--- src/rtl/core/ranp_pkg.sv ---
`timescale 1ns / 1ps
// ----------------------------------------------------------------------------
// ranp_pkg
// Shared types, character codes and helpers for the radix alphabet parser.
// ----------------------------------------------------------------------------
package ranp_pkg;

   // largest alphabet the design supports
   localparam int MAX_DIGITS_DEFAULT = 16;

   // configuration register indexes
   localparam logic [1:0] CSR_ALPHABET_LOW    = 2'd0;
   localparam logic [1:0] CSR_ALPHABET_HIGH   = 2'd1;
   localparam logic [1:0] CSR_ALPHABET_LENGTH = 2'd2;

   // character codes
   localparam logic [7:0] CHAR_NUL   = 8'h00;
   localparam logic [7:0] CHAR_PLUS  = 8'h2b;
   localparam logic [7:0] CHAR_MINUS = 8'h2d;
   localparam logic [7:0] CHAR_SPACE = 8'h20;
   localparam logic [7:0] CHAR_TAB   = 8'h09;
   localparam logic [7:0] CHAR_LF    = 8'h0a;
   localparam logic [7:0] CHAR_VT    = 8'h0b;
   localparam logic [7:0] CHAR_FF    = 8'h0c;
   localparam logic [7:0] CHAR_CR    = 8'h0d;

   // input word
   typedef struct packed {
      logic [7:0] text_byte;
      logic       is_final;
   } req_payload_type;

   // result word
   typedef struct packed {
      logic signed [31:0] parsed_value;
      logic               alphabet_bad;
   } rsp_payload_type;

   // classification of one text byte
   typedef struct packed {
      logic       is_space;
      logic       is_plus;
      logic       is_minus;
      logic       hit;
      logic [3:0] digit;
   } char_class_type;

   // whitespace test
   function automatic logic is_space_char(input logic [7:0] c);
      return (c == CHAR_SPACE) || (c == CHAR_TAB) || (c == CHAR_LF) ||
             (c == CHAR_VT) || (c == CHAR_FF) || (c == CHAR_CR);
   endfunction

endpackage

--- src/rtl/core/radix_alphabet_number_parser.sv ---
`timescale 1ns / 1ps
// ----------------------------------------------------------------------------
// radix_alphabet_number_parser
// Streaming signed number parser over a configurable digit alphabet.
// ----------------------------------------------------------------------------
// Timing: a final byte is held in the byte register, then its result word in the
//    result register.
// Throughput: one byte per cycle; only a final byte waits, and only while a
//    result word is held by the receiver.
// The per-byte path is the alphabet compare plus one 32x5 multiply-add.
// Reset (synchronous): clears parse state, configuration and both valids.
// ----------------------------------------------------------------------------
module radix_alphabet_number_parser #(
   parameter int MAX_DIGITS = ranp_pkg::MAX_DIGITS_DEFAULT
) (
   input  logic                       clock,
   input  logic                       reset,
   // input words
   input  logic                       req_valid,
   output logic                       req_ready,
   input  ranp_pkg::req_payload_type  req_payload,
   // result words
   output logic                       rsp_valid,
   input  logic                       rsp_ready,
   output ranp_pkg::rsp_payload_type  rsp_payload,
   // configuration writes
   input  logic                       csr_write_enable,
   input  logic [1:0]                 csr_index,
   input  logic [63:0]                csr_write_data
);
   import ranp_pkg::*;

   localparam logic [1:0] PHASE_SPACE = 2'd0;
   localparam logic [1:0] PHASE_SIGN  = 2'd1;
   localparam logic [1:0] PHASE_DIGIT = 2'd2;
   localparam logic [1:0] PHASE_STOP  = 2'd3;

   // configuration registers
   logic [63:0] alphabet_low_ff;
   logic [63:0] alphabet_high_ff;
   logic [4:0]  alphabet_length_ff;
   logic        alphabet_bad_ff;
   logic        alphabet_bad_in;

   // byte register
   logic            byte_valid_ff;
   req_payload_type byte_ff;

   // parse state
   logic [1:0]  phase_ff;
   logic [1:0]  phase_in;
   logic        negative_ff;
   logic        negative_in;
   logic [31:0] acc_ff;
   logic [31:0] acc_in;

   // result register
   logic            rsp_valid_ff;
   rsp_payload_type rsp_ff;
   rsp_payload_type rsp_in;

   char_class_type char_class;
   logic           out_free;
   logic           advance;

   // configuration write port
   always_ff @(posedge clock) begin
      if (reset) begin
         alphabet_low_ff    <= '0;
         alphabet_high_ff   <= '0;
         alphabet_length_ff <= '0;
      end else if (csr_write_enable) begin
         case (csr_index)
            CSR_ALPHABET_LOW:    alphabet_low_ff    <= csr_write_data;
            CSR_ALPHABET_HIGH:   alphabet_high_ff   <= csr_write_data;
            CSR_ALPHABET_LENGTH: alphabet_length_ff <= csr_write_data[4:0];
            default: ;
         endcase
      end
   end

   // alphabet validity, judged from the configuration registers and registered
   ranp_alphabet_check #(
      .MAX_DIGITS (MAX_DIGITS)
   ) u_check (
      .alphabet_low    (alphabet_low_ff),
      .alphabet_high   (alphabet_high_ff),
      .alphabet_length (alphabet_length_ff),
      .alphabet_bad    (alphabet_bad_in)
   );

   always_ff @(posedge clock) begin
      if (reset) begin
         alphabet_bad_ff <= 1'b1;
      end else begin
         alphabet_bad_ff <= alphabet_bad_in;
      end
   end

   // handshake
   assign out_free  = !rsp_valid_ff || rsp_ready;
   assign advance   = byte_valid_ff && (!byte_ff.is_final || out_free);
   assign req_ready = !byte_valid_ff || advance;

   // byte register
   always_ff @(posedge clock) begin
      if (reset) begin
         byte_valid_ff <= 1'b0;
      end else if (req_ready) begin
         byte_valid_ff <= req_valid;
      end
   end

   always_ff @(posedge clock) begin
      if (req_ready && req_valid) begin
         byte_ff <= req_payload;
      end
   end

   // byte classification
   ranp_digit_lookup #(
      .MAX_DIGITS (MAX_DIGITS)
   ) u_lookup (
      .text_byte       (byte_ff.text_byte),
      .alphabet_low    (alphabet_low_ff),
      .alphabet_high   (alphabet_high_ff),
      .alphabet_length (alphabet_length_ff),
      .char_class      (char_class)
   );

   // phase step
   always_comb begin
      phase_in    = phase_ff;
      negative_in = negative_ff;
      acc_in      = acc_ff;
      if (phase_ff != PHASE_STOP) begin
         if ((phase_ff == PHASE_SPACE) && char_class.is_space) begin
            phase_in = PHASE_SPACE;
         end else if (((phase_ff == PHASE_SPACE) || (phase_ff == PHASE_SIGN)) &&
                      (char_class.is_plus || char_class.is_minus)) begin
            negative_in = negative_ff ^ char_class.is_minus;
            phase_in    = PHASE_SIGN;
         end else if (char_class.hit) begin
            acc_in   = 32'(acc_ff * {27'd0, alphabet_length_ff}) + {28'd0, char_class.digit};
            phase_in = PHASE_DIGIT;
         end else begin
            phase_in = PHASE_STOP;
         end
      end
   end

   // signed result of the string
   always_comb begin
      if (alphabet_bad_ff) begin
         rsp_in.parsed_value = '0;
         rsp_in.alphabet_bad = 1'b1;
      end else begin
         rsp_in.parsed_value = negative_in ? -acc_in : acc_in;
         rsp_in.alphabet_bad = 1'b0;
      end
   end

   // parse state, cleared after each string
   always_ff @(posedge clock) begin
      if (reset) begin
         phase_ff    <= PHASE_SPACE;
         negative_ff <= 1'b0;
         acc_ff      <= '0;
      end else if (advance) begin
         if (byte_ff.is_final) begin
            phase_ff    <= PHASE_SPACE;
            negative_ff <= 1'b0;
            acc_ff      <= '0;
         end else begin
            phase_ff    <= phase_in;
            negative_ff <= negative_in;
            acc_ff      <= acc_in;
         end
      end
   end

   // result register
   always_ff @(posedge clock) begin
      if (reset) begin
         rsp_valid_ff <= 1'b0;
      end else if (out_free) begin
         rsp_valid_ff <= advance && byte_ff.is_final;
      end
   end

   always_ff @(posedge clock) begin
      if (advance && byte_ff.is_final) begin
         rsp_ff <= rsp_in;
      end
   end

   assign rsp_valid   = rsp_valid_ff;
   assign rsp_payload = rsp_ff;

endmodule

--- src/rtl/core/ranp_digit_lookup.sv ---
`timescale 1ns / 1ps
// ----------------------------------------------------------------------------
// ranp_digit_lookup
// Classifies one text byte: whitespace, sign, or its place in the alphabet.
// ----------------------------------------------------------------------------
module ranp_digit_lookup #(
   parameter int MAX_DIGITS = ranp_pkg::MAX_DIGITS_DEFAULT
) (
   input  logic [7:0]                text_byte,
   input  logic [63:0]               alphabet_low,
   input  logic [63:0]               alphabet_high,
   input  logic [4:0]                alphabet_length,
   output ranp_pkg::char_class_type  char_class
);
   import ranp_pkg::*;

   logic [127:0] alphabet_bits;
   logic         hit;
   logic [3:0]   digit;

   assign alphabet_bits = {alphabet_high, alphabet_low};

   // parallel compares, lowest matching position wins
   always_comb begin
      hit   = 1'b0;
      digit = 4'd0;
      for (int i = MAX_DIGITS - 1; i >= 0; i--) begin
         if ((5'(i) < alphabet_length) && (alphabet_bits[8*i +: 8] == text_byte)) begin
            hit   = 1'b1;
            digit = 4'(i);
         end
      end
   end

   // a zero byte ends the string and is never a digit
   always_comb begin
      char_class.is_space = is_space_char(text_byte);
      char_class.is_plus  = (text_byte == CHAR_PLUS);
      char_class.is_minus = (text_byte == CHAR_MINUS);
      char_class.hit      = hit && (text_byte != CHAR_NUL);
      char_class.digit    = digit;
   end

endmodule

--- src/rtl/core/ranp_alphabet_check.sv ---
`timescale 1ns / 1ps
// ----------------------------------------------------------------------------
// ranp_alphabet_check
// Judges whether the configured alphabet is usable as a digit set.
// ----------------------------------------------------------------------------
module ranp_alphabet_check #(
   parameter int MAX_DIGITS = ranp_pkg::MAX_DIGITS_DEFAULT
) (
   input  logic [63:0] alphabet_low,
   input  logic [63:0] alphabet_high,
   input  logic [4:0]  alphabet_length,
   output logic        alphabet_bad
);
   import ranp_pkg::*;

   localparam logic [4:0] MaxLen = 5'(MAX_DIGITS);

   logic [127:0] alphabet_bits;
   logic         length_bad;
   logic         char_bad;
   logic         repeat_bad;

   assign alphabet_bits = {alphabet_high, alphabet_low};
   assign length_bad    = (alphabet_length < 5'd2) || (alphabet_length > MaxLen);

   // forbidden characters in the used part
   always_comb begin
      char_bad = 1'b0;
      for (int i = 0; i < MAX_DIGITS; i++) begin
         if (5'(i) < alphabet_length) begin
            if ((alphabet_bits[8*i +: 8] == CHAR_NUL) ||
                (alphabet_bits[8*i +: 8] == CHAR_PLUS) ||
                (alphabet_bits[8*i +: 8] == CHAR_MINUS) ||
                is_space_char(alphabet_bits[8*i +: 8])) begin
               char_bad = 1'b1;
            end
         end
      end
   end

   // pairwise duplicate search
   always_comb begin
      repeat_bad = 1'b0;
      for (int i = 0; i < MAX_DIGITS; i++) begin
         for (int j = i + 1; j < MAX_DIGITS; j++) begin
            if ((5'(j) < alphabet_length) &&
                (alphabet_bits[8*i +: 8] == alphabet_bits[8*j +: 8])) begin
               repeat_bad = 1'b1;
            end
         end
      end
   end

   assign alphabet_bad = length_bad || char_bad || repeat_bad;

endmodule

--- config.mk ---
export PLATFORM = sky130hd
export DESIGN_NAME = radix_alphabet_number_parser
export DESIGN_NICKNAME = d
export VERILOG_FILES = /design/src/rtl/core/ranp_pkg.sv /design/src/rtl/core/radix_alphabet_number_parser.sv /design/src/rtl/core/ranp_digit_lookup.sv /design/src/rtl/core/ranp_alphabet_check.sv
export SDC_FILE = /design/constraint.sdc
export NUM_CORES = 2
export LEC_CHECK = 0
export BUFFER_PORTS_ARGS = -buffer_cell sky130_fd_sc_hd__buf_4
export CAP_MARGIN = 5
export CORE_MARGIN = 4
export CORE_UTILIZATION = 30
export CTS_BUF_LIST = sky130_fd_sc_hd__clkbuf_8
export CTS_CLUSTER_SIZE = 10
export DETAILED_ROUTE_END_ITERATION = 10
export PLACE_DENSITY_LB_ADDON = 0.3
export SLEW_MARGIN = 20
export SYNTH_ARGS = -nofsm -noshare
export SYNTH_HDL_FRONTEND = slang
export SYNTH_SLANG_ARGS = --single-unit
--- constraint.sdc ---
create_clock -name clock -period 8.1 [get_ports clock]
set_input_delay 1.215 -clock clock [delete_from_list [all_inputs] [get_ports clock]]
set_output_delay 1.215 -clock clock [all_outputs]
set_load 0.02 [all_outputs]
# Word-level counts from Yosys, hierarchy flattened
# Cells that the tools add are included.
# word_totals
inputBits,80
ff_bits,213
# classes
eq_ne,276
mul,1
n_bitwise,1
addsub,2
n_mux,200
n_lt_le_gt_ge,18
n_reduce_logical,310
# op_table
operator,n
$eq A8 B8 Y1,136
$eq A8 B4 Y1 const B,85
$eq A8 B6 Y1 const B,51
$mux W32,6
$mux W1,174
$logic_and A1 B1 Y1,142
$logic_or A1 B1 Y1,141
$logic_not A8 Y1,16
$mux W4,16
$lt A4 B5 Y1 const A,8
$add A32 B4 Y32,1
$mul A32 B5 Y32,1
$neg A32 Y32,1
$lt A3 B5 Y1 const A,4
$lt A1 B5 Y1 const A,2
$lt A2 B5 Y1 const A,2
$mux W2,4
$reduce_and A2 Y1,4
$reduce_bool A8 Y1,1
$gt A5 B5 Y1 const B,1
$lt A5 B2 Y1 const B,1
$eq A2 B1 Y1 const B,2
$logic_not A2 Y1,2
$logic_not A1 Y1,3
other kinds (4),4

# Longest topological paths before layout
# logic_depth
ltp_word,123
depth_mapped,29

# By module
# From an unflattened synthesis, not the netlist that was laid out.
# unflattened
cells_unflattened,3728
hier_area_um2,29487.0
# modules_own_cells
module,seq_area_each_um2,instances,area_per_inst_um2,cells_each
radix_alphabet_number_parser,4684.5,1,14103.5,1716
ranp_alphabet_check,0.0,1,13422.9,1749
ranp_digit_lookup,0.0,1,1960.6,263

# Worst setup path before layout
# OpenSTA, ideal clock, no wires.
# synth_timing
path_type,register to register
start,register byte_ff[3] (netlist bit)
end,register rsp_ff (netlist bit rsp_payload[32]) (data pin)
slack_ns,1.666
period_less_slack_ns,6.434
required_time_ns,7.920
path_stages_with_launch,26
arrival_ns,6.254
cell_sequence,edfxtp_1 clkbuf_1 buf_2 xnor2_1 nand4_1 or3_1 and4_1 a21oi_1 fa_1 ha_1 inv_1 fa_1 inv_1 ha_1 a21o_1 and4_1 buf_6 or3_4 a2111oi_4 or3b_4 nor4_4 nand4_1 a211oi_2 nand4_2 or4_1 o311ai_1
# synth_between
elab_chain_cells,25
# synth_lines
item,line_no,rtl
start: declaration,radix_alphabet_number_parser.sv:47,req_payload_type byte_ff;
start signal: assignment,radix_alphabet_number_parser.sv:116,byte_ff <= req_payload;
$eq A8 B8 Y1,ranp_digit_lookup.sv:28,if ((5'(i) < alphabet_length) && (alphabet_bits[8*i +: 8] == text_byte)) begin
$logic_and A1 B1 Y1,ranp_digit_lookup.sv:28,
$mux W4 / $mux W1 (equally long branches) (16 in series),ranp_digit_lookup.sv:28,
$add A32 B4 Y32 / $logic_and A1 B1 Y1 (equally long branches),"radix_alphabet_number_parser.sv:144, ranp_digit_lookup.sv:40",
$mux W32,radix_alphabet_number_parser.sv:143,end else if (char_class.hit) begin
$mux W32,radix_alphabet_number_parser.sv:139,end else if (((phase_ff == PHASE_SPACE) || (phase_ff == PHASE_SIGN)) &&
$mux W32,radix_alphabet_number_parser.sv:137,if ((phase_ff == PHASE_SPACE) && char_class.is_space) begin
$mux W32,radix_alphabet_number_parser.sv:136,if (phase_ff != PHASE_STOP) begin
$neg A32 Y32,radix_alphabet_number_parser.sv:158,rsp_in.parsed_value = negative_in ? -acc_in : acc_in;
$mux W32 (*),radix_alphabet_number_parser.sv:158,
end signal: assignment,radix_alphabet_number_parser.sv:193,rsp_ff <= rsp_in;
end: declaration,radix_alphabet_number_parser.sv:59,rsp_payload_type rsp_ff;
# Every way passes the cells marked *; elsewhere a longest branch is shown, timed or not.
# A chain may end at the register's enable or synchronous reset.

# Worst setup path after layout
# layout_timing
start,register byte_ff[4] (netlist bit)
end,register rsp_ff (netlist bit rsp_payload[32]) (data pin)
# The elaborated chain is that of the path after synthesis.

==> metrics.csv <==
stage,metric,value,unit
outcome,status,finished clean,
placed_design,Post-DP Area,0.03056,mm^2
pwr,leakage power,13.46,nW
finish,sequential cell area,0.004688,mm^2
cts,"CTS clk-pin slew, worst paths",0.06,ns
yosys,Synth area leader,xnor2_1,
grt,largest net degree at the start of global routing,82,
detailed_routing,vias per inst,5.682,
finish,area taken by multi-input logic gates,0.02170,mm^2
finish,fillcell total,10050,
yosys,Yosys reg bits,213,
critical_path,Worst EP required,8.59,ns
floorplanning,core area,0.09361,mm^2
detailed_routing,DRC,0,
grt,gr ovfl total,0,
yosys,cells after synthesis,3678,
grt,number of global-route vias before repair,26770,
yosys,Syn Area/Cell,7.713,um^2
yosys,top post-synthesis cells by area,"xnor2_1 (20%), xor2_1 (16%), dfxtp_1 (12%)",
finish,area grow syn2layout,11.13,%
yosys,post-synth net total,3907,
sta,f_max,0.1307,GHz
grt,initial antenna violation count,8,
detailed_routing,Avg WL per Cell,26.71,um
pwr,PD cells,109.3,mW/mm^2
cts,htree depth,2,
yosys,yosys warns,0,
placed_design,global placer's final weighted congestion,1.036,
cts,post-CTS setup buffer count,0,
placed_design,post-DP HPWL,87.44,mm
sta,Setup TNS Final,0,ns
detailed_routing,remaining antenna violation count,0,
cts,cts repair resizes,0,
critical_path,Worst setup SP type,flip-flop,
yosys,Mapped Area,0.02837,mm^2
cts,worst-skew pair later-pin latency,0.67,ns
floorplanning,die height,315.5,um
critical_path,critical path peak fanout,16,
critical_path,Crit Path Category,flip-flop to flip-flop,
floorplanning,io pins,115,
yosys,Post-synth EDFFs,42,
grt,gr usage total,25.49,%
grt,first-pass GRT wire length,189.1,mm
cts,Max clock buf depth,3,
yosys,Synth top area share,19.88,%
detailed_routing,routed wire length,131.2,mm
sta,number of max-slew violations in the final report,0,
finish,share of layout cells above drive strength 1,10.91,%
placed_design,dpl cells,4828,
sta,Worst-Margin Slew,1.049,ns
finish,Layout Cell Area excl Fill,0.03153,mm^2
critical_path,Worst Path Arrival,8.14,ns
worst_hold_path,Min-Delay Path Class,flip-flop to flip-flop,
run,Max-Cap Viols,0,
sta,RSZ-0062 raised after global routing,false,
cts,clk sink count,213,
floorplanning,Row Count,112,
placed_design,port bufs,114,
cts,CTS Buf Count,44,
floorplanning,Initial Util,30.31,%
sta,final setup fails,0,
yosys,post-synthesis cell type count,92,
cts,Clock Tree Root,clkbuf_8,
detailed_routing,vias after detailed routing,27920,
sta,final hold viol count,0,
yosys,Post-synth top flop,dfxtp_1,
yosys,Async SR Flop Fraction,0,%
critical_path,endpoint class of the critical path,flip-flop,
sta,crit share post-route,94.43,%
floorplanning,DIE AREA,0.09955,mm^2
cts,CTS Hold Bufs,0,
yosys,sequential area share after synthesis,16.51,%
detailed_routing,1st-pass router iterations,6,
sta,clock skew,0.05117,ns
detailed_routing,DRT iter0 DRCs,3267,
finish,final non-filler cell total,4913,
floorplanning,die width,315.5,um
sta,min cycle time layout,7.649,ns
sta,Slew HR,29.45,%
pwr,Max IR drop VDD,109.0,uV
finish,# nets final,3850,
cts,CTS tree,done,
[through the flow]
step / hold slack [ns] / total power [W] / util (%) / worst slack [ns]
final: 0.5433 / 0.003445 / 33.68 / 0.4514
after global routing: 0.5833 / 0.003557 / 33.67 / 0.07946
after CTS: 0.5445 / 0.003433 / 33.64 / 0.5477
after detailed placement: 0.5283 / 0.002180 / 32.65 / 0.5374
after global placement: 0.5272 / 0.002174 / 32.65 / 0.6589
after floorplan: 0.4095 / 0.001825 / - / 1.666
[metal layers]
layer	GRT usage, %	vias to the layer above	wire, um
met5	0	-	55
li1	-	12150	-
met3	8.232	531	15620
met2	38.82	1694	55270
met4	14.05	8	9188
met1	31.88	13540	51110
[state kept, by name (all words and copies together) (netlist names)]
signal	count
alphabet_high_ff	64
alphabet_length_ff	5
byte_valid_ff	1
rsp_valid	1
byte_ff	9
phase_ff	2
alphabet_bad_ff	1
alphabet_low_ff	64
negative_ff	1
rsp_payload	33
acc_ff	32
[worst max-delay path: stages, from the launching register on]
cell and delay, ns:
edfxtp_1 1.02, xnor2_1 0.20, nand4_1 0.12, nor3_1 0.54
and4bb_2 0.33, a21oi_1 0.33, fa_1 0.46, ha_1 0.28
inv_1 0.04, fa_1 0.52, inv_1 0.05, ha_1 0.26
a21o_1 0.20, and4_1 0.28, or3_4 0.37, a2111oi_4 0.40
or3b_4 0.46, nor4_4 0.23, nand4_1 0.17, a211oi_2 0.44
nand4_2 0.20, or4_1 0.50, o311ai_1 0.08
[final timing paths]
check	from	to	slack [ns]	depth (start not counted)
setup / recovery	byte_ff[4]	rsp_payload[32]	0.45	22
hold / removal	acc_ff[31]	acc_ff[31]	0.54	2
setup reg to reg	byte_ff[4]	rsp_payload[32]	0.45	22
hold reg to reg	acc_ff[31]	acc_ff[31]	0.54	2
[Yosys cell counts, types with 26 or more instances]
| library cell | n |
|---|---|
| a21oi_1 | 234 |
| a22oi_1 | 28 |
| a31oi_1 | 27 |
| and2_1 | 70 |
| buf_1 | 109 |
| buf_2 | 50 |
| clkbuf_1 | 222 |
| dfxtp_1 | 171 |
| edfxtp_1 | 42 |
| fa_1 | 86 |
| ha_1 | 63 |
| inv_1 | 118 |
| mux2i_1 | 26 |
| nand2_1 | 415 |
| nand3_1 | 32 |
| nand4_1 | 158 |
| nor2_1 | 153 |
| nor3_1 | 67 |
| nor4_1 | 144 |
| o21ai_0 | 56 |
| xnor2_1 | 644 |
| xor2_1 | 512 |
[where the power goes]
group	switching [W]	leakage (nW)	internal, W
logic	0.000646	11.1	0.000393
registers	0.0000537	1.82	0.00111
clock network	0.000581	0.519	0.000664
[layout make-up]
type / count / area share, %
antenna: 3 / 0.02381
tap: 1254 / 4.977
inverter: 118 / 1.405
timing repair buffer: 289 / 6.957
multi-input combinational: 2955 / 68.82
clock inverter: 28 / 0.6350
sequential: 213 / 14.87
clock buffer: 53 / 2.314
[cell usage in the layout (no fill, tap or decap), types with 42 or more instances in the layout]
cell type	netlist	routed
nor4_1	144	144
fa_1	86	86
nor2_1	153	151
ha_1	63	63
xor2_1	512	512
and2_1	70	70
a21oi_1	234	234
inv_1	118	129
nand4_1	158	158
clkbuf_8	0	53
buf_4	6	287
xnor2_1	644	643
dfxtp_1	171	168
o21ai_0	56	56
nand2_1	415	415
nor3_1	67	67
edfxtp_1	42	42
[kinds of logic after synthesis]
group,synth area share [%]
xor+xnor,35.69
simple gates,19.98
buf+inv,7.136
compound gates,10.60
flops,16.51
fa+ha+maj,8.848
mux,1.235
(Power assumes the default switching activity.)
